### config.mk
export PLATFORM = sky130hd
export DESIGN_NAME = rvq_div_cell
export DESIGN_NICKNAME = d
export VERILOG_FILES = /design/src/hw/rtl/rvq_div_cell.sv
export SDC_FILE = /design/constraint.sdc
export NUM_CORES = 1
export LEC_CHECK = 0
export BUFFER_PORTS_ARGS = -buffer_cell sky130_fd_sc_hd__clkbuf_2
export CAP_MARGIN = 20
export CORE_AREA = 2 2 255 257
export DETAILED_ROUTE_END_ITERATION = 12
export DIE_AREA = 0 0 257 259
export PLACE_DENSITY = 0.58
export RECOVER_POWER = 25
export SLEW_MARGIN = 20
export SYNTH_ARGS = -nofsm -noshare
export SYNTH_HDL_FRONTEND = slang
export SYNTH_SLANG_ARGS = --single-unit
### constraint.sdc
create_clock -name clock -period 5.3 [get_ports clock]
set_input_delay 1.325 -clock clock [delete_from_list [all_inputs] [get_ports clock]]
set_output_delay 1.325 -clock clock [all_outputs]
set_load 0.01 [all_outputs]
### src/hw/rtl/rvq_div_cell.sv
// One quotient bit of a restoring divider, several lanes sharing a divisor.
module rvq_div_cell #(
   parameter int BIT   = 0,
   parameter int NW    = 64,
   parameter int DW    = 33,
   parameter int QW    = 32,
   parameter int LANES = 3,
   parameter int SW    = 1
) (
   input  logic                      clock,
   input  logic                      reset,
   input  logic                      up_valid,
   input  logic [LANES-1:0][NW-1:0]  up_num,
   input  logic [DW-1:0]             up_den,
   input  logic [LANES-1:0][QW-1:0]  up_quo,
   input  logic [SW-1:0]             up_side,
   output logic                      dn_valid,
   output logic [LANES-1:0][NW-1:0]  dn_num,
   output logic [DW-1:0]             dn_den,
   output logic [LANES-1:0][QW-1:0]  dn_quo,
   output logic [SW-1:0]             dn_side
);

   localparam int CW = NW + DW + 1;

   logic [CW-1:0]              step_den;
   logic [CW-1:0]              ext;
   logic [LANES-1:0][NW-1:0]   num_in;
   logic [LANES-1:0][QW-1:0]   quo_in;
   logic                       valid_ff;
   logic [LANES-1:0][NW-1:0]   num_ff;
   logic [DW-1:0]              den_ff;
   logic [LANES-1:0][QW-1:0]   quo_ff;
   logic [SW-1:0]              side_ff;

   always_comb begin
      step_den = CW'(up_den) << BIT;
      ext      = '0;
      for (int l = 0; l < LANES; l++) begin
         ext       = CW'(up_num[l]);
         num_in[l] = up_num[l];
         quo_in[l] = up_quo[l];
         if (ext >= step_den) begin
            num_in[l]      = NW'(ext - step_den);
            quo_in[l][BIT] = 1'b1;
         end
      end
   end

   always_ff @(posedge clock) begin
      if (reset) begin
         valid_ff <= 1'b0;
      end else begin
         valid_ff <= up_valid;
      end
      num_ff  <= num_in;
      den_ff  <= up_den;
      quo_ff  <= quo_in;
      side_ff <= up_side;
   end

   assign dn_valid = valid_ff;
   assign dn_num   = num_ff;
   assign dn_den   = den_ff;
   assign dn_quo   = quo_ff;
   assign dn_side  = side_ff;

endmodule

# Word-level counts from Yosys, hierarchy flattened
# Cells that the tools add are included.
dict set report word_totals {
  romBits 0
  ff_bits 323
  output_inout_bits 323
  latchBits 0
  wordCells 21
  mem_bits_rw 0
  mem_count 0
}
dict set report classes {
  mux 3
  order_cmp 3
  reduce_logical 0
  n_mul 0
  eq_ne 0
  shift 0
  n_div 0
  bitwise 0
  addsub 3
}
# op count
set ops {}
lappend ops {{64-bit by 33-bit greater-or-equal comparator with 1-bit output} 3}
lappend ops {{64-bit two-way mux} 3}
lappend ops {{64-bit by 33-bit subtractor with 64-bit output} 3}

# Longest topological paths before layout
dict set report logic_depth {
  ltp_word 2
  depth_mapped 14
}

# Worst setup path after synthesis
# No wires, ideal clock.
dict set report synth_path {
  kind {input to register}
  from {input port up_den[32]}
  to {register num_ff, in the netlist dn_num[123]}
  slack_ps 1004
  setup_ps 72
  stages 11
  required_time_ps 5228
  t_arrival_ps 4224
  path_cell_list {inv_1 > ha_1 > buf_2 > or4b_2 > or3_1 > o21ai_0 > a21oi_1 > o21a_1 > or4b_2 > nor3_1 > xor2_1}
}
# element line_no
set synth_lines {}
lappend synth_lines {{start: declaration} 14} ;# input logic [DW-1:0] up_den,
lappend synth_lines {{end signal: assignment} 56} ;# num_ff <= num_in;
lappend synth_lines {{end: declaration} 31} ;# logic [LANES-1:0][NW-1:0] num_ff;

==> results.tsv <==
stage	metric	value	unit
sta	period_share	85.6	%
yosys	netlist_instances	1788	
sta	drv_slew	0	
yosys	synthFlopType	dfxtp_1	
routing	wl_per_cell	20.6	um
grt	antenna_found_initial	19	
sta	hold_viol	0	
cts	root_buffer	clkbuf_16	
cts	htreeDepth	2	
routing	finalWirelength	68.4	mm
critical_path	cp.required	5.80	ns
yosys	synth_enable_flop_cells	0	
placement	place.gp.congestion	0.921	
flow_run	cap_viol_max_count	0	
final_layout	fillCellCount	6792	
routing	drc	0	
pwr	leakage	9.64	nW
cts	clock_path_buffers	3	
yosys	synth-compound-area-share	17.8	%
yosys	synthSimpleGateAreaFrac	19.2	%
yosys	ys_ff_latch	323	
final_layout	nNetsFinal	2859	
die	core_area	0.0639	sq mm
grt	grt_overflow	0	
grt	grt_pass1_wl	97.2	mm
cts	cts_setup_buffers	0	
grt	grt_use_total	19.5	%
cts	post_cts_resize_count	0	
yosys	ys_seq_area_share	41.2	%
sta	finalSetupViolCount	0	
yosys	syn-num-nets	2215	
die	die-area	0.0666	sq mm
final_layout	syn2layout_area_growth	35.4	%
cts	path_clk_slew	0.06	ns
final_layout	final_cell_mix	586 x clkbuf_2, 323 x dfxtp_1, 169 x nand2_1	
cts	cts.sinks	323	
routing	drtAntennaViolNets	0	
final_layout	final_common_cell	clkbuf_2	
critical_path	cp-start-kind	input pin	
die	die_x	257	um
die	die_h	259	um
yosys	syn_area	0.0157	sq mm
cts	cts_buffers	40	
critical_path	path_cells	clkbuf_1, inv_1, ha_1, nor2b_1, o31a_1, o21a_1, o311a_1, nand3_1, a311oi_1, o211ai_1, o311ai_0, xnor2_1	
yosys	synth-async-reset-ratio	0	%
yosys	avgSynthCellArea	8.79	sq um
yosys	synth-xor-area-share	9.81	%
sta	worst_slew_pin_slew	1.07	ns
sta	worst_slack	0.761	ns
routing	drt_iter0_markers	1297	
critical_path	arrival	5.03	ns
yosys	synth_fa_ha_area_share	8.27	%
placement	dp_hpwl	57.4	mm
yosys	ys_types	73	
final_layout	final_cell_count_no_fill	3323	
critical_path	critical-path-max-stage-delay	0.85	ns
critical_path	crit_fanout	6	
die	io_pins	648	
worst_hold_path	min-delay-path-class	input pin to flop	
sta	rsz0062_at_grt	false	
critical_path	crit_slowest_cell	a311oi_1	
final_layout	drive_above_1_share	28.5	%
placement	preCtsSetupSlack	0.458	ns
critical_path	endpoint_kind	flop	
grt	grt_pass1_vias	15000	
placement	place_area	0.0200	sq mm
sta	holdWs	0.851	ns
yosys	yosys_warnings	0	
yosys	synth_mux_area_share	0.350	%
sta	tns	0	ns
placement	port_buffers	647	
run_status	outcome	completed	
placement	dp_cells	3245	
routing	routed_via_density	4.74	
die	core.rowCount	93	
pwr	p_per_area	343	mW/mm^2
routing	dr.pass1.iters	5	
cts	cts_tree	yes	
cts	cts_hold_buffers	0	
grt	grt_max_degree	66	
final_layout	fin_area	0.0213	sq mm
critical_path	crit_type	input pin to flop	
die	initial_core_util	24.6	%
sta	fmax	220	MHz
routing	vias	15800	
pwr	ir_drop	0.000233	V
sta	post-route-min-period	4.54	ns
yosys	synth_top_family_by_area	simple AND/OR/NAND/NOR gates	
sta	max_slew_margin	28.4	%
==> power breakdown <==
group          internal [mW]  total [mW]  switching (mW)
Combinational          0.639        1.63           0.993
Sequential              2.70        2.79          0.0908
Clock                   1.69        2.88            1.19
Total                   5.03        7.30            2.27
==> critical path, delay by kind of cell <==
| kind | cells | cell delay [ns] |
|---|---|---|
| xor gates and xnor gates | 1 | 0.17 |
| and+or+nand+nor | 2 | 0.38 |
| adders and majority gates | 1 | 0.33 |
| buffers and inverters | 2 | 0.58 |
| AOI/OAI and AO/OA | 6 | 2.25 |
==> cells by family (layout without fill, tap and decap cells) <==
logic type                 after synthesis  after routing
DFF                                    323            323
adders and majority gates              102            102
and+or+nand+nor                        601            601
buffers and inverters                  136            810
AOI/OAI and AO/OA                      445            445
xor gates and xnor gates               176            176
muxes                                    5              5
other                                    0              6
==> area by class of cell <==
class	count	area, sq um	share of cell area, %
inverter	66	248	1.16
clock buffer	48	1090	5.14
clock inverter	24	285	1.34
antenna	6	15.0	0.0706
tap	855	1070	5.03
multi-input combinational	1329	8720	41.0
sequential	323	6470	30.4
timing repair buffer	672	3370	15.9
==> synth_stat cells (all sizes together), types with 35 or more instances <==
master	n	area, sq um
dfxtp	323	6470
inv	66	248
a21oi	126	631
a21o	52	390
nand3	44	220
ha	99	1240
nand4	49	307
nor2	122	460
nor3	51	267
or3	35	229
nand2	169	634
xor2	68	596
o21ai	128	641
xnor2	108	946
clkbuf	53	199
==> path summary, 6_finish.rpt <==
check,end,cells past startpoint,from
max,dn_num[185],12,up_den[1]
min,dn_quo[73],1,up_quo[73]
==> routing by layer <==
metal | global-route usage (%) | vias up | wire [um]
met5 | 0 | - | 136
met4 | 6.57 | 20 | 2010
met3 | 5.05 | 112 | 5550
met2 | 33.3 | 697 | 32800
met1 | 23.7 | 7248 | 27900
li1 | - | 7680 | -
==> registers in the layout, indices dropped and copies added (netlist names) <==
register	cells
dn_den	33
dn_quo	96
dn_num	192
dn_side	1
dn_valid	1
==> per-stage QoR <==
step | total power, mW | util, %
after floorplan | 3.69 | -
after global placement | 4.49 | 31.2
after detailed placement | 4.49 | 31.2
after CTS | 7.42 | 33.4
after global routing | 7.64 | 33.3
final | 7.30 | 33.3
Note: power is estimated with default switching activity, not from simulation.
