$ cat config.mk
export PLATFORM = sky130hd
export DESIGN_NAME = rvq_sqrt_cell
export DESIGN_NICKNAME = d
export VERILOG_FILES = /design/src/hw/rtl/rvq_sqrt_cell.sv
export SDC_FILE = /design/constraint.sdc
export NUM_CORES = 1
export LEC_CHECK = 0
export ABC_CLOCK_PERIOD_IN_PS = 4300
export BUFFER_PORTS_ARGS = -buffer_cell sky130_fd_sc_hd__buf_2
export CAP_MARGIN = 0
export CORE_ASPECT_RATIO = 2
export CORE_MARGIN = 5
export CORE_UTILIZATION = 50
export DETAILED_ROUTE_END_ITERATION = 8
export PLACE_DENSITY = 0.78
export RECOVER_POWER = 100
export SLEW_MARGIN = 20
export SYNTH_ARGS = -nofsm -noshare
export SYNTH_HDL_FRONTEND = slang
export SYNTH_SLANG_ARGS = --single-unit
$ cat constraint.sdc
create_clock -name clock -period 4.3 [get_ports clock]
set_clock_uncertainty 0.15 [all_clocks]
set_input_delay 0.215 -clock clock [delete_from_list [all_inputs] [get_ports clock]]
set_output_delay 0.215 -clock clock [all_outputs]
set_load 0.005 [all_outputs]
$ cat src/hw/rtl/rvq_sqrt_cell.sv
// One restoring step of a 64-bit integer square root.
module rvq_sqrt_cell #(
   parameter int STEP = 0,
   parameter int SW   = 1
) (
   input  logic          clock,
   input  logic          reset,
   input  logic          up_valid,
   input  logic [63:0]   up_v,
   input  logic [63:0]   up_r,
   input  logic [SW-1:0] up_side,
   output logic          dn_valid,
   output logic [63:0]   dn_v,
   output logic [63:0]   dn_r,
   output logic [SW-1:0] dn_side
);

   localparam logic [63:0] BIT_VAL = 64'd1 << (62 - 2 * STEP);

   logic [63:0] trial;
   logic        fit;
   logic [63:0] v_in, r_in;
   logic        valid_ff;
   logic [63:0] v_ff, r_ff;
   logic [SW-1:0] side_ff;

   always_comb begin
      trial = up_r + BIT_VAL;
      fit   = up_v >= trial;
      v_in  = fit ? up_v - trial : up_v;
      r_in  = fit ? (up_r >> 1) + BIT_VAL : up_r >> 1;
   end

   always_ff @(posedge clock) begin
      if (reset) begin
         valid_ff <= 1'b0;
      end else begin
         valid_ff <= up_valid;
      end
      v_ff    <= v_in;
      r_ff    <= r_in;
      side_ff <= up_side;
   end

   assign dn_valid = valid_ff;
   assign dn_v     = v_ff;
   assign dn_r     = r_ff;
   assign dn_side  = side_ff;

endmodule

# Word-level counts from Yosys, hierarchy flattened
# Cells that the tools add are included.
# totals
out_inout_bits	130
word_cells	11
inputBits	132
register_bits	130
# classes
muxes	2
add_sub_neg	3
order_cmp	1
# op_table
cell	n
63-bit by 63-bit adder with 64-bit output, second input constant	1
64-bit by 63-bit adder with 64-bit output, second input constant	1
64-bit greater-or-equal comparator	1
64-bit two-way mux	1
64-bit subtractor	1
63-bit two-way mux	1

# Depth between registers and ports, before layout
# logic_depth
ltp_word	3
depth_mapped	16
depth_no_buf	13

# Worst setup path after synthesis
# OpenSTA, ideal clock, no wires.
# synth_path
kind	in2reg
from	input port up_v[0]
to	register v_ff[54] (netlist: dn_v[54])
path_slack_ns	1.428
arrival_ns	2.606
n_path_buf	0
required_ns	4.034
path_stages	13
setup_time_ns	0.116
cell_sequence	inv_1 -> ha_1 -> fa_1 -> nor2b_1 -> o221ai_1 -> a21oi_1 -> o21ai_1 -> a21bo_2 -> o31a_1 -> o31a_1 -> o31ai_2 -> xnor2_1 -> o21ai_2
# synth_between
elab_chain_len	2
elab_cells_between_ends	3
classes_between	add/sub: 1; order compare: 1; mux: 1
# synth_rtl
item	line	rtl
from (decl)	9	input logic [63:0] up_v,
64-bit subtractor or 64-bit greater-or-equal comparator (tied branches)	30, 29	
64-bit two-way mux *	30	v_in = fit ? up_v - trial : up_v;
named net v_in[54]	22	logic [63:0] v_in, r_in;
to (signal assigned)	40	v_ff <= v_in;
to (decl)	24	logic [63:0] v_ff, r_ff;
# The timed path passes the listed nets; every way through them passes the cells marked *.
# A chain may end at the register's enable or synchronous reset.

# Final worst setup path
# layout_path
from	input port up_r[2]
to	register v_ff[0] (netlist: dn_v[0])
# layout_between
elab_chain_len	3
# layout_rtl
item	line	rtl
from (decl)	10	input logic [63:0] up_r,
64-bit by 63-bit adder with 64-bit output	28	trial = up_r + BIT_VAL;
64-bit greater-or-equal comparator	29	fit = up_v >= trial;
64-bit two-way mux	30	
named net v_in[0]	22	
# The timed path passes the listed nets, and every way through them passes these cells.

==> reports/results.tsv <==
stage	metric	value	unit
detailed_routing	detailed-route via count	8351	
yosys	Unique masters post-synth	57	
die	die width	96.2	um
sta	Slew @ Worst Pin	0.776	ns
sta	setup violators final	0	
detailed_routing	vias per inst	5.52	
place	Placed Cells	1350	
sta	Slew headroom	48.2	%
power	Peak VDD IR	315	uV
yosys	cell area after synthesis	7430	um2
yosys	Post-synth EDFFs	0	
power	Psw	1.28	mW
yosys	top_reg_cell synth	dfxtp_1	
die	starting density of the core	50.4	%
power	Leak	4.81	nW
yosys	most numerous cell in the Yosys netlist	dfxtp_1	
detailed_routing	number of remaining DRC errors	0	
place	DPL Wire Length	19900	um
finish	number of fill cells	1198	
clocking	cts repair resizes	0	
clocking	register clock-pin slew on the reported worst setup and hold paths	0.06	ns
sta	RSZ-0062 raised after global routing	false	
detailed_routing	Starting DRT DRC Count	388	
global_route	GR Overflow Total	0	
die	core area	14700	um2
sta	Period minus WS final	3.94	ns
power	Reg power frac	34.8	%
power	Comb pwr share	28.9	%
die	die height	182	um
detailed_routing	First-pass DRT Iterations	6	
finish	non-filler cells, final	1513	
global_route	initial antenna violation count	0	
setup_path	Worst EP required	4.52	ns
clocking	TritonCTS clock tree	yes	
clocking	clk sinks	130	
yosys	fraction of registers with async set/reset	0	%
sta	fin. max-slew vios	0	
detailed_routing	WL/cell	18.4	um
detailed_routing	DRT Wirelength	27800	um
setup_path	most used cell, CP	dlygate4sd3_1	
sta	Setup TNS	0	ns
clocking	clk buf depth	2	
power	PwrDens	386	nW/um2
sta	Hold Worst Slack	0.215	ns
power	total power	4.06	mW
place	GP Congestion	0.963	
yosys	Syn Inst Count	933	
setup_path	crit path launch type	primary input	
yosys	Seq/Total Area, Yosys	35.0	%
clocking	setup bufs post-CTS	0	
setup_path	Slowest-stage cell, CP	dlygate4sd3_1	
yosys	Syn Area/Cell	7.96	um2
clocking	CTS Buf Count	17	
clocking	CTS Root Cell	clkbuf_16	
run	maxcap violations	0	
setup_path	Crit. End Element	register	
yosys	syn nets	1130	
status	outcome	finished, final reports clean	
setup_path	critical path arrival	4.16	ns
power	Pint	2.78	mW
min_path	Hold Crit Class	in2reg	
setup_path	crit-path cells	dlygate4sd3_1 > clkbuf_1 > inv_1 > ha_1 > nor2b_1 > o221ai_1 > nand4_1 > nand2_1 > o211ai_2 > o2111ai_1 > a21oi_1 > nor3b_4 > buf_4 > mux2i_1 > dlygate4sd3_1	
power	sw frac	31.6	%
global_route	largest net degree at the start of global routing	81	
finish	share of post-route cells with drive strength above 1	11.8	%
sta	Final Cycle Share	91.7	%
setup_path	largest fanout on the critical path	49	
yosys	Yosys top cell by area	dfxtp_1	
global_route	vias in the first global route	8707	
finish	Final nets	1502	
power	power share of the clock group	36.3	%
yosys	Yosys top cell area share	35.0	%
finish	Area Overhead vs Synth	41.8	%
yosys	Ys Warns	0	
clocking	H-tree levels	4	
yosys	ranking of synthesized cells by area	dfxtp_1, ha_1, o21ai_0	
place	PortBufs	261	
setup_path	CP Class	in2reg	
yosys	Commonest cells post-synth	dfxtp_1, nand2_1, o21ai_0	
finish	n_diodes	0	
global_route	first-pass GRT wire length	42500	um
sta	Peak Freq	254	MHz
detailed_routing	post-route ant nets	0	
setup_path	Worst path max stage delay	0.58	ns
die	I/O pin total	262	
global_route	all-layer global routing usage	31.8	%
yosys	number of synthesized register bits	130	
sta	Hold Vio Cnt, Final	0	
clocking	cts hold-fix bufs	131	
die	Die ar.	17500	um2
die	num rows	63	
## logic make-up after synthesis
family / after synthesis / share of synthesized area [%]
flip-flops: 130 / 35.0
AO/OA/AOI/OAI: 298 / 24.1
adder cells (fa/ha/maj): 65 / 11.1
buffers and inverters: 125 / 6.77
XOR/XNOR: 64 / 7.55
multiplexers: 1 / 0.135
AND/OR/NAND/NOR: 250 / 15.4
## final timing paths
| kind | slack [ns] | start | cells after the start | endpoint |
|---|---|---|---|---|
| max | 0.36 | up_r[2] | 15 | dn_v[0]$_DFF_P_ |
| min | 0.21 | up_r[0] | 4 | dn_v[1]$_DFF_P_ |
## placed cells by master (no fill, tap or decap), types with 39 or more instances in the layout
master,count
a21oi_1,85
clkbuf_1,154
inv_1,81
dlygate4sd3_1,131
ha_1,64
xnor2_1,39
dfxtp_1,130
nand2_1,125
buf_2,108
o21ai_0,112
## critical path, delay by kind of cell
kind / cells / cell delay, ns
AND/OR/NAND/NOR: 4 / 0.69
buffers and inverters: 5 / 1.80
multiplexers: 1 / 0.28
AO/OA/AOI/OAI: 4 / 0.78
adder cells (fa/ha/maj): 1 / 0.37
## flip-flops by register name, summed over array words and instances, names as in the netlist
signal	flops
dn_v	64
dn_side	1
dn_valid	1
dn_r	64
## layer usage
metal,wire length [um],share of wire [%],track usage [%]
met4,1960,7.0,21.4
met2,15700,56,61.3
met1,8490,31,27.1
met3,1680,6.0,6.89
met5,0,0,0
## final cells by class
class                      instances  area [um2]  share of cell area, %
clock inverter                    10         134                   1.27
clock buffer                      22         454                   4.31
timing repair buffer             397        2470                   23.4
sequential                       130        2600                   24.7
multi-input combinational        678        4320                   41.1
inverter                          81         304                   2.89
tap                              195         244                   2.32
## power by group through the flow
stage	combinational [mW]	sequential [mW]	clock, mW
final	1.18	1.41	1.47
after global routing	1.28	1.43	1.56
after CTS	1.19	1.40	1.48
after detailed placement	1.09	1.43	0
after global placement	1.08	1.43	0
after floorplan	0.635	1.45	0
## stage by stage
step	setup WS, ns	util, %	area (um2)
6_report	0.359	71.4	10500
2_1_floorplan	1.43	-	7430
5_1_grt	0.125	71.4	10500
3_3_place_gp	0.875	59.9	8830
3_5_place_dp	0.871	59.9	8830
4_1_cts	0.452	72.8	10700
No activity file was read; power rests on OpenSTA's default activity.
