--- config.mk ---
export PLATFORM = sky130hd
export DESIGN_NAME = rvq_cordic_cell
export DESIGN_NICKNAME = d
export VERILOG_FILES = /design/src/hw/rtl/rvq_pkg.sv /design/src/hw/rtl/rvq_cordic_cell.sv
export SDC_FILE = /design/constraint.sdc
export NUM_CORES = 1
export LEC_CHECK = 0
export ABC_AREA = 1
export BUFFER_PORTS_ARGS = -buffer_cell sky130_fd_sc_hd__buf_2
export CAP_MARGIN = 20
export CORE_AREA = 4 4 184 132
export DETAILED_ROUTE_END_ITERATION = 7
export DIE_AREA = 0 0 188 136
export PLACE_DENSITY = 0.82
export SKIP_LAST_GASP = 1
export SYNTH_ARGS = -nofsm -noshare
export SYNTH_HDL_FRONTEND = slang
export SYNTH_SLANG_ARGS = --single-unit
--- constraint.sdc ---
create_clock -name clock -period 2.5 [get_ports clock]
set_clock_uncertainty 0.15 [all_clocks]
set_input_delay 0 -clock clock [delete_from_list [all_inputs] [get_ports clock]]
set_output_delay 0 -clock clock [all_outputs]
set_load 0.01 [all_outputs]
--- src/hw/rtl/rvq_pkg.sv ---
package rvq_pkg;

   // CORDIC working vector, all Q2.30 with headroom
   typedef struct packed {
      logic signed [33:0] x;
      logic signed [33:0] y;
      logic signed [33:0] a;
   } cordic_vec_type;

   localparam logic signed [33:0] CORDIC_GAIN = 34'sd652032874;

endpackage

--- src/hw/rtl/rvq_cordic_cell.sv ---
// One CORDIC rotation-mode micro-rotation.
module rvq_cordic_cell import rvq_pkg::*; #(
   parameter int STEP = 0,
   parameter int SW   = 1
) (
   input  logic           clock,
   input  logic           reset,
   input  logic           up_valid,
   input  cordic_vec_type up_vec,
   input  logic [SW-1:0]  up_side,
   output logic           dn_valid,
   output cordic_vec_type dn_vec,
   output logic [SW-1:0]  dn_side
);

   localparam logic [31:0] ATAN_TAB [32] = '{
      32'd843314856, 32'd497837829, 32'd263043836, 32'd133525158, 32'd67021686,
      32'd33543515, 32'd16775850, 32'd8388437, 32'd4194282, 32'd2097149,
      32'd1048575, 32'd524287, 32'd262143, 32'd131071, 32'd65535, 32'd32767,
      32'd16383, 32'd8191, 32'd4095, 32'd2047, 32'd1023, 32'd511, 32'd255,
      32'd127, 32'd63, 32'd31, 32'd15, 32'd8, 32'd4, 32'd2, 32'd1, 32'd0
   };
   localparam logic signed [33:0] ANGLE = $signed({2'b00, ATAN_TAB[STEP]});

   logic signed [33:0] dx, dy;
   cordic_vec_type     vec_in;
   logic               valid_ff;
   cordic_vec_type     vec_ff;
   logic [SW-1:0]      side_ff;

   always_comb begin
      dx = $signed(up_vec.y) >>> STEP;
      dy = $signed(up_vec.x) >>> STEP;
      if (!up_vec.a[33]) begin
         vec_in.x = up_vec.x - dx;
         vec_in.y = up_vec.y + dy;
         vec_in.a = up_vec.a - ANGLE;
      end else begin
         vec_in.x = up_vec.x + dx;
         vec_in.y = up_vec.y - dy;
         vec_in.a = up_vec.a + ANGLE;
      end
   end

   always_ff @(posedge clock) begin
      if (reset) begin
         valid_ff <= 1'b0;
      end else begin
         valid_ff <= up_valid;
      end
      vec_ff  <= vec_in;
      side_ff <= up_side;
   end

   assign dn_valid = valid_ff;
   assign dn_vec   = vec_ff;
   assign dn_side  = side_ff;

endmodule
Word-level counts from Yosys, hierarchy flattened
Index checks and enable logic that the tools add are counted.
Widths: inputs -> output; s select.

word-level totals
  register bits = 104
  input bits = 106
  output and inout bits = 104
  logic and storage cells = 11

operators by class
  add/subtract/negate cells = 5
  mux-type cells = 1

operators by type and width
  kind                    count
  $mux 102                1
  $sub 34x34->34          2
  $add 34x31->34 const B  1
  $add 34x34->34          1
  $sub 34x31->34 const B  1

Longest topological paths before layout
Gate-level depths: netlist of run 1.

  depth after elaboration = 2
  gate-level depth with buffers = 17
  mapped depth without buffers = 16

Least setup slack after synthesis of run 1
Ideal clock, no wire load.

  path kind = input to register
  start = in up_vec[33] (netlist bit)
  end = reg vec_ff, in the netlist dn_vec[19]
  library setup time = 0.120 ns
  data arrival time = 1.767 ns
  data required time = 2.230 ns
  setup slack = 0.464 ns
  stages = 12
  buffers on the path = 2
  cells stage by stage = clkbuf_1 -> inv_2 -> buf_2 -> ha_1 -> a21oi_1 -> o21bai_1 -> a21o_1 -> nand2_1 -> nand2_1 -> nand2_1 -> nand2_1 -> xor2_1

RTL lines
  what                    line                   source
  start: declaration      rvq_cordic_cell.sv:9   input cordic_vec_type up_vec,
  end signal: assignment  rvq_cordic_cell.sv:51  vec_ff <= vec_in;
  end: declaration        rvq_cordic_cell.sv:28  cordic_vec_type vec_ff;

==> results of run 1 <==
[cell usage in the layout (no fill, tap or decap), types with 2 or more instances in the layout]
master	instances
dlygate4sd3_1	44
nand3_1	181
nand2_1	516
nor2_2	9
nor4_2	3
buf_4	28
a21oi_1	150
nor3_1	19
o22ai_1	5
nor4_1	2
xor2_1	46
nand3_2	2
inv_1	247
o21ai_0	106
clkinv_8	2
and2_1	2
o21ai_2	5
o21ai_1	10
fa_1	3
a21o_1	8
o21bai_1	14
or2_2	3
clkbuf_16	9
dfxtp_1	103
ha_1	128
inv_8	2
inv_2	12
nand4_1	17
a31oi_1	3
o211ai_1	2
nand2_2	15
a21oi_2	5
nand3b_1	6
buf_2	209
nor2_1	157
o21a_1	4
[worst min-delay path, stage by stage]
cell	delay [ps]
buf_2	120
buf_4	240
nand3_1	140
nand2_1	50
[sequential cells by signal (all words and copies together), names as in the netlist]
name and count:
dn_side 1, dn_vec 101, dn_valid 1
[what timing repair did]
action / in CTS / in global routing
hold buffers: 44 / 0
hold endpoints to repair: 41 / 0
endpoints found under the setup margin: 0 / 8
setup buffers: 0 / 0
gates resized for setup: 0 / 3
[where the power goes]
part           switching, uW  internal (uW)  total, uW
Clock                    771            815       1590
Combinational           2040           1070       3110
Sequential              83.0           1950       2030
Total                   2890           3840       6730
[metal layers]
metal  vias to the layer above  part of all wire  GRT usage
met3                        44              0.12    0.07187
met1                      5943              0.47     0.4792
met4                         0             0.012    0.06072
met2                       763              0.40     0.4593
li1                       6408                 -          -
met5                         -                 0          0
[cells by family (layout without fill, tap and decap cells)]
group,Yosys count,after routing,share of synthesized area
DFF,103,103,0.1858
xor gates and xnor gates,47,47,0.03710
and+or+nand+nor,935,935,0.3567
AOI/OAI and AO/OA,315,315,0.1534
adders and majority gates,132,132,0.1516
buffers and inverters,307,558,0.1155
[cell type report]
class                      instances  share of cell area
clock buffer                       9             0.01704
multi-input combinational       1429              0.5870
inverter                         261             0.07431
clock inverter                     7            0.007762
tap                              312             0.02953
sequential                       103              0.1560
timing repair buffer             281              0.1284
[how the worst max path moves through the flow]
stage / to / slack, ps / depth (start not counted)
after floorplan: dn_vec[19]$_DFF_P_ / 460 / 12
after global placement: dn_vec[64]$_DFF_P_ / 180 / 12
after detailed placement: dn_vec[64]$_DFF_P_ / 200 / 12
after CTS: dn_vec[69]$_DFF_P_ / 100 / 8
after global routing: dn_vec[69]$_DFF_P_ / -40 / 8
final: dn_vec[69]$_DFF_P_ / 10 / 8
[per-stage QoR]
step                      total power (uW)    util  setup TNS (ps)  worst slack (ps)
final                                 6728  0.5873               0             9.877
after global routing                  7133  0.5873          -41.62            -41.62
after CTS                             6667  0.5871               0             98.65
after detailed placement              5005  0.5529               0             200.6
after global placement                4986  0.5529               0             176.8
after floorplan                       3936       -               0             463.7
==> results.py, run 1 <==
metrics = {
    "critical_path": {
        "slowest_delay_ps": 570,
        "crit_start": "up_vec[68]",
        "worstSetupStartpointType": "primary input",
        "worst-path-buf-inv": 5,
        "cp_slowest_cell": "dlygate4sd3_1",
        "worstSetupEndpointType": "register",
        "crit_chain": "dlygate4sd3_1, buf_2, inv_1, ha_1, fa_2, dlygate4sd3_1, o21ai_0, dlygate4sd3_1",
        "crit_required_ps": 2630,
        "cp_top_family": "buffers and inverters",
        "path_class": "primary input to register",
        "cp_max_fo": 3,
        "path_common_cell": "dlygate4sd3_1",
        "crit_arrival_ps": 2620,
    },
    "placed_design": {
        "port_buffers": 209,
        "gp_congestion": 1.066,
        "place_area_um2": 12440,
        "dp_hpwl_um": 34650,
        "placed_cells": 2342,
    },
    "synthesis": {
        "synth_top_area_cell": "dfxtp_1",
        "synth_async_sr_flop_share": 0,
        "yosysUniqueCellTypes": 44,
        "synthCells": 1839,
        "synth_edf_count": 0,
        "synth_fp_nets": 2077,
        "yosys.area.top_type_share": 0.1858,
        "synthTopCellsByArea": "dfxtp_1 19%, nand2_1 17%, ha_1 14%",
        "synth-warning-count": 0,
        "ys_ff_latch": 103,
        "synth_common_cells": "516 x nand2_1, 248 x inv_1, 181 x nand3_1",
        "ys_seq_area_frac": 0.1858,
        "synth.most_common_cell": "nand2_1",
        "synth.cell_area_um2": 11100,
        "synth_area_per_cell_um2": 6.034,
        "synthFlopType": "dfxtp_1",
    },
    "global_route": {
        "grt-ovfl-total": 0,
        "grt_pass1_wl_um": 64520,
        "antenna_found_initial": 0,
        "grt_max_degree": 72,
        "gr-usage-all-layers": 0.3168,
        "grt_pass1_vias": 12130,
    },
    "cells_and_area": {
        "layout-drive-gt1-share": 0.1493,
        "diodes": 0,
        "fin_cells": 2402,
        "post-route-cell-area_um2": 13220,
        "fillCellCount": 2191,
        "area.sequential_um2": 2062,
        "areaGrowthSynthToFinish_pct": 19.13,
        "multiInputGateArea_um2": 7759,
        "finalNetCount": 2323,
    },
    "floorplan": {
        "fp.coreArea_um2": 22500,
        "dieArea_um2": 25570,
        "rows": 46,
        "die_w_um": 188,
        "num_io_pins": 210,
        "start_util": 0.4931,
        "die_h_um": 136,
    },
    "clock_tree": {
        "clock_sinks": 103,
        "cts_buffer_depth": 2,
        "clock-root-buffer": "clkbuf_16",
        "tritoncts": "yes",
        "cts_buffers": 9,
        "clkTransAtPathRegs_ps": 90,
        "cts_max_level": 3,
    },
    "timing": {
        "rsz0062_at_grt": "true",
        "finalCritPeriodShare": 0.9960,
        "fin_crit_ps": 2490,
        "final-setup-viol-count": 0,
        "fin_hold_ws_ps": 85.09,
        "tightest_slew_ps": 830.5,
        "fmax_mhz": 401.6,
        "slew_headroom": 0.4464,
        "hold_viol_final": 0,
        "slew_viol_final": 0,
    },
    "drt": {
        "via_per_inst": 5.478,
        "ant_nets": 0,
        "wl_per_cell_um": 17.41,
        "route.vias.total": 13160,
        "drt_pass1_iterations": 6,
        "drt-total-wl_um": 41830,
        "drtIter0Drc": 1715,
        "route.detailed.drc": 0,
    },
    "pwr": {
        "powerDensity_nw_per_um2": 509.0,
        "p_leak_uw": 0.007100,
        "irDropWorstVdd_v": 0.0003611,
    },
    "min_path": {
        "whs_path_depth": 4,
        "hold_class": "primary input to register",
        "worstHoldStart": "up_vec[33]",
        "hold_end": "dn_vec[92]$_DFF_P_",
    },
    "flow_run": {
        "maxCapViolations": 0,
    },
    "outcome": {
        "status": "finished clean",
    },
}
Power figures use the tool's default switching activity.
==> run 2, diff against run 1 <==
CORE_AREA = 4 4 111 218   (was 4 4 184 132)
DIE_AREA = 0 0 115 222   (was 0 0 188 136)
SETUP_SLACK_MARGIN = 0.4   (was not set)
==> run 2 against run 1 <==
Total power increased by 3.6%. Clock-buffer cell count is 1 higher. Flip-flop and latch count did not move. Die area fell by 0.15%. First-iteration DRC count fell by 39%. Critical path type unchanged. Via count increased by 4.6%. Largest cell class unchanged. Hold slack lost 44 ps. Critical endpoint is now dn_vec[22]$_DFF_P_. Critical path depth rose by 2.
==> results.py, run 2 (synthesized netlist as in run 1, its figures left out) <==
metrics = {
    "outcome": {
        "status": "finished clean",
    },
    "timing": {
        "fmax_mhz": 478.6,
        "hold_viol_final": 0,
        "slew_viol_final": 0,
        "final-setup-viol-count": 0,
        "rsz0062_at_grt": "true",
        "finalCritPeriodShare": 0.8358,
        "tns_ps": 0,
        "slew_headroom": 0.4853,
        "fin_crit_ps": 2090,
        "tightest_slew_ps": 769.4,
    },
    "pwr": {
        "p_leak_uw": 0.007211,
        "irDropWorstVdd_v": 0.0005230,
        "powerDensity_nw_per_um2": 519.1,
    },
    "min_path": {
        "whs_path_depth": 3,
        "hold_class": "primary input to register",
        "worstHoldStart": "up_vec[21]",
        "hold_end": "dn_vec[21]$_DFF_P_",
    },
    "cells_and_area": {
        "fillCellCount": 2294,
        "layout_common_cells": "514 x nand2_1, 248 x inv_1, 209 x buf_2",
        "finalNetCount": 2348,
        "areaGrowthSynthToFinish_pct": 21.02,
        "largest_register_ff_count": 101,
        "final_common_cell": "nand2_1",
        "layout-drive-gt1-share": 0.1669,
        "fin_util": 0.5931,
    },
    "placed_design": {
        "gp_congestion": 1.113,
        "dp_hpwl_um": 41580,
        "port_buffers": 209,
    },
    "floorplan": {
        "dieArea_um2": 25530,
        "fp.coreArea_um2": 22640,
        "die_h_um": 222,
        "die_w_um": 115,
        "rows": 78,
        "num_io_pins": 210,
        "start_util": 0.4901,
    },
    "clock_tree": {
        "cts_buffer_depth": 2,
        "clock-root-buffer": "clkbuf_16",
        "cts_buffers": 9,
        "cts_max_level": 3,
        "tritoncts": "yes",
        "clock_sinks": 103,
        "clkTransAtPathRegs_ps": 70,
    },
    "drt": {
        "via_per_inst": 5.744,
        "route.vias.total": 13760,
        "ant_nets": 0,
        "drtIter0Drc": 1041,
        "drt-total-wl_um": 51080,
        "drt_pass1_iterations": 6,
        "wl_per_cell_um": 21.32,
        "route.detailed.drc": 0,
    },
    "global_route": {
        "gr-usage-all-layers": 0.3922,
        "grt_pass1_wl_um": 75290,
        "antenna_found_initial": 2,
        "grt_pass1_vias": 14020,
        "grt-ovfl-total": 0,
        "grt_max_degree": 39,
    },
    "critical_path": {
        "worstSetupStartpointType": "primary input",
        "crit_arrival_ps": 2220,
        "cp_max_fo": 5,
        "crit_required_ps": 2630,
        "path_class": "primary input to register",
        "worstSetupEndpointType": "register",
    },
    "flow_run": {
        "maxCapViolations": 0,
    },
}
## run 2: per-layer routing
layer  global-route usage  part of all wire  vias to the layer above
li1                     -                 -                     6448
met1               0.3212              0.29                     6142
met2               0.7081              0.50                      822
met3              0.07757             0.064                      348
met4               0.4227              0.14                        2
met5                    0           0.00014                        -
## run 2: critical path: stages
cell and delay (ps):
dlygate4sd3_1 540, buf_2 130, ha_1 390, nand2_1 140, o21ai_0 280, nand2_1 90, nand3_1 140, nand2_1 100
o21ai_1 180, xor2_1 240
## run 2: how the worst max path moves through the flow
stage	from	to	cells past startpoint
floorplan	up_vec[33]	dn_vec[19]$_DFF_P_	12
global placement	up_vec[51]	dn_vec[100]$_DFF_P_	12
detailed placement	up_vec[38]	dn_vec[56]$_DFF_P_	14
CTS	up_vec[8]	dn_vec[19]$_DFF_P_	11
global route	up_vec[17]	dn_vec[23]$_DFF_P_	10
finish	up_vec[9]	dn_vec[22]$_DFF_P_	10
## run 2: layout make-up
type | instances | area (um2) | area share
well taps | 280 | 350.3 | 0.02609
inverters | 261 | 982.2 | 0.07315
multi-input cells | 1429 | 7814 | 0.5819
flip-flops and latches | 103 | 2062 | 0.1536
clock inverters | 6 | 76.32 | 0.005684
diodes | 1 | 2.502 | 0.0001864
clock buffers | 10 | 239.0 | 0.01780
repair buffers | 306 | 1902 | 0.1416
## run 2: what timing repair did
action / CTS / global route
endpoints found under the hold margin: 49 / 0
resized for setup: 0 / 22
setup endpoints to repair: 0 / 28
buffers inserted: 0 / 0
hold buffers: 46 / 0
## run 2: power by group
| part | leakage (uW) | internal, uW | switching, uW |
|---|---|---|---|
| sequential | 0.000869 | 1950 | 94.0 |
| clock | 0.000155 | 822 | 752 |
| combinational | 0.00619 | 1140 | 2210 |
| total | 0.00721 | 3910 | 3060 |
## run 2: metrics by stage
stage	std cells	setup slack, ps	hold WS [ps]	total power (uW)	instance area [um2]
after detailed placement	2333	159.6	-45.93	5208	12590
after global routing	2395	379.4	35.32	7308	13430
after global placement	2333	135.6	-47.09	5182	12590
final	2396	410.5	41.55	6970	13430
after CTS	2395	409.8	3.866	6856	13360
after floorplan	1839	463.7	-122.3	3936	11100
==> run 3, diff against run 2 <==
clock period = 2.1 ns   (was 2.5 ns; I/O delays follow)
==> run 3 against run 2 <==
The run now ends with negative hold slack left. Final cell count is 11% higher. First-iteration DRC count rose by 12%. Routed wire length grew 9.9%. Via count is 9.5% higher.
==> results.py, run 3 (synthesized netlist as in run 1, its figures left out) <==
metrics = {
    "outcome": {
        "status": "finished with violations",
        "violations": "negative hold slack",
    },
    "clock_tree": {
        "clock-root-buffer": "clkbuf_16",
        "cts_max_level": 3,
        "clkTransAtPathRegs_ps": 80,
        "tritoncts": "yes",
        "clock_sinks": 103,
        "cts_buffers": 9,
        "cts_buffer_depth": 2,
    },
    "cells_and_area": {
        "final_common_cell": "nand2_1",
        "layout_common_cells": "471 x nand2_1, 326 x buf_4, 235 x inv_1",
        "largest_register_ff_count": 101,
        "post-route-cell-area_um2": 16510,
        "areaGrowthSynthToFinish_pct": 48.84,
        "layout-drive-gt1-share": 0.3488,
        "finalNetCount": 2618,
    },
    "global_route": {
        "grt_max_degree": 43,
        "gr-usage-all-layers": 0.4149,
        "grt_pass1_vias": 15340,
        "grt_pass1_wl_um": 80710,
        "grt-ovfl-total": 0,
        "antenna_found_initial": 2,
    },
    "timing": {
        "fmax_mhz": 553.3,
        "tightest_slew_ps": 573.0,
        "finalCritPeriodShare": 0.8607,
        "final-setup-viol-count": 0,
        "slew_viol_final": 0,
        "fin_crit_ps": 1807,
        "hold_viol_final": 1,
        "fin_hold_ws_ps": -4.074,
        "rsz0062_at_grt": "true",
        "slew_headroom": 0.6180,
    },
    "min_path": {
        "hold_class": "primary input to register",
    },
    "drt": {
        "drt_pass1_iterations": 8,
        "via_per_inst": 5.648,
        "ant_nets": 0,
        "drtIter0Drc": 1164,
        "drt-total-wl_um": 56140,
        "route.vias.total": 15060,
        "route.detailed.drc": 0,
        "wl_per_cell_um": 21.05,
    },
    "floorplan": {
        "die_w_um": 115,
        "die_h_um": 222,
        "num_io_pins": 210,
        "start_util": 0.4901,
        "fp.coreArea_um2": 22640,
        "dieArea_um2": 25530,
        "rows": 78,
    },
    "pwr": {
        "p_int_uw": 5259,
        "p_switching_uw": 3989,
        "netSwitchingFraction": 0.4313,
        "seq_power_share": 0.265,
        "clock_power_share": 0.188,
        "p_leak_uw": 0.008619,
        "irDropWorstVdd_v": 0.0005918,
        "powerDensity_nw_per_um2": 560.0,
        "p_comb_frac": 0.548,
    },
    "placed_design": {
        "port_buffers": 209,
        "dp_hpwl_um": 44730,
        "gp_congestion": 1.079,
        "place_area_um2": 14720,
    },
    "critical_path": {
        "path_class": "primary input to register",
        "crit_arrival_ps": 1930,
        "worstSetupStartpointType": "primary input",
        "worstSetupEndpointType": "register",
        "crit_required_ps": 2220,
        "cp_max_fo": 5,
    },
    "flow_run": {
        "maxCapViolations": 0,
    },
}
==> run 3: changes by cell type in the layout (fill, tap and decap cells not counted), sizes merged, moves of 3 or more <==
cell	previous run	this run
buf	260	544
inv	262	259
dlygate4sd3	46	32
clkinvlp	0	4
==> run 3: repair_timing <==
| action | CTS | global route |
|---|---|---|
| buffers inserted | 1 | 13 |
| gates resized for setup | 52 | 241 |
| pin swaps | 2 | 35 |
| hold endpoints to repair | 29 | 2 |
| hold buffers | 31 | 2 |
| gates cloned | 0 | 0 |
| setup endpoints to repair | 49 | 62 |
==> run 3: worst max-delay path: stages <==
cell,delay [ps]
buf_2,120
buf_4,130
inv_1,60
ha_1,180
inv_1,80
nand2_1,260
inv_1,130
o21ai_4,110
nand2_1,90
nand2_1,110
nand2_1,70
nand2_2,140
nand2_2,90
nand3_1,100
nand2_1,80
nand3_1,90
nand2_1,60
==> run 3: area by class of cell <==
| cell class | count | area (um2) |
|---|---|---|
| clock inverter | 5 | 42.54 |
| antenna | 2 | 5.005 |
| fill | 1904 | 6127 |
| clock buffer | 11 | 242.7 |
| tap | 280 | 350.3 |
| multi-input combinational | 1429 | 8847 |
| inverter | 261 | 993.5 |
| timing repair buffer | 576 | 3971 |
| sequential | 103 | 2062 |
==> run 3: final timing paths <==
| path | from | to | slack (ps) | cells past startpoint |
|---|---|---|---|---|
| worst max-delay path | up_vec[70] | dn_vec[59]$_DFF_P_ | 290 | 17 |
| worst min-delay path | up_vec[8] | dn_vec[9]$_DFF_P_ | -4 | 5 |
==> run 3: metrics by stage <==
stage	setup TNS, ps	util	setup slack [ps]	power, uW	instances
finish	0	0.7294	292.5	9248	2667
global route	0	0.7294	184.9	9686	2667
CTS	0	0.6842	392.4	8714	2651
detailed placement	-5184	0.6499	-404.3	6859	2603
global placement	-4595	0.6499	-361.2	6801	2603
floorplan	0	-	402.2	4703	1839
==> run 3: power groups by stage <==
stage          combinational [uW]  sequential, uW  clock, uW
3_3_place_gp                 4330            2470          0
2_1_floorplan                2050            2650          0
4_1_cts                      4550            2430       1730
6_report                     5070            2450       1730
3_5_place_dp                 4380            2480          0
5_1_grt                      5410            2470       1810
==> run 3: per-layer routing <==
layer  vias to the layer above  track usage  share of wire
li1                       7008            -              -
met1                      6829       0.3265           0.28
met2                       831       0.7594           0.51
met3                       395      0.08413          0.063
met4                         0       0.4538           0.14
met5                         -            0              0
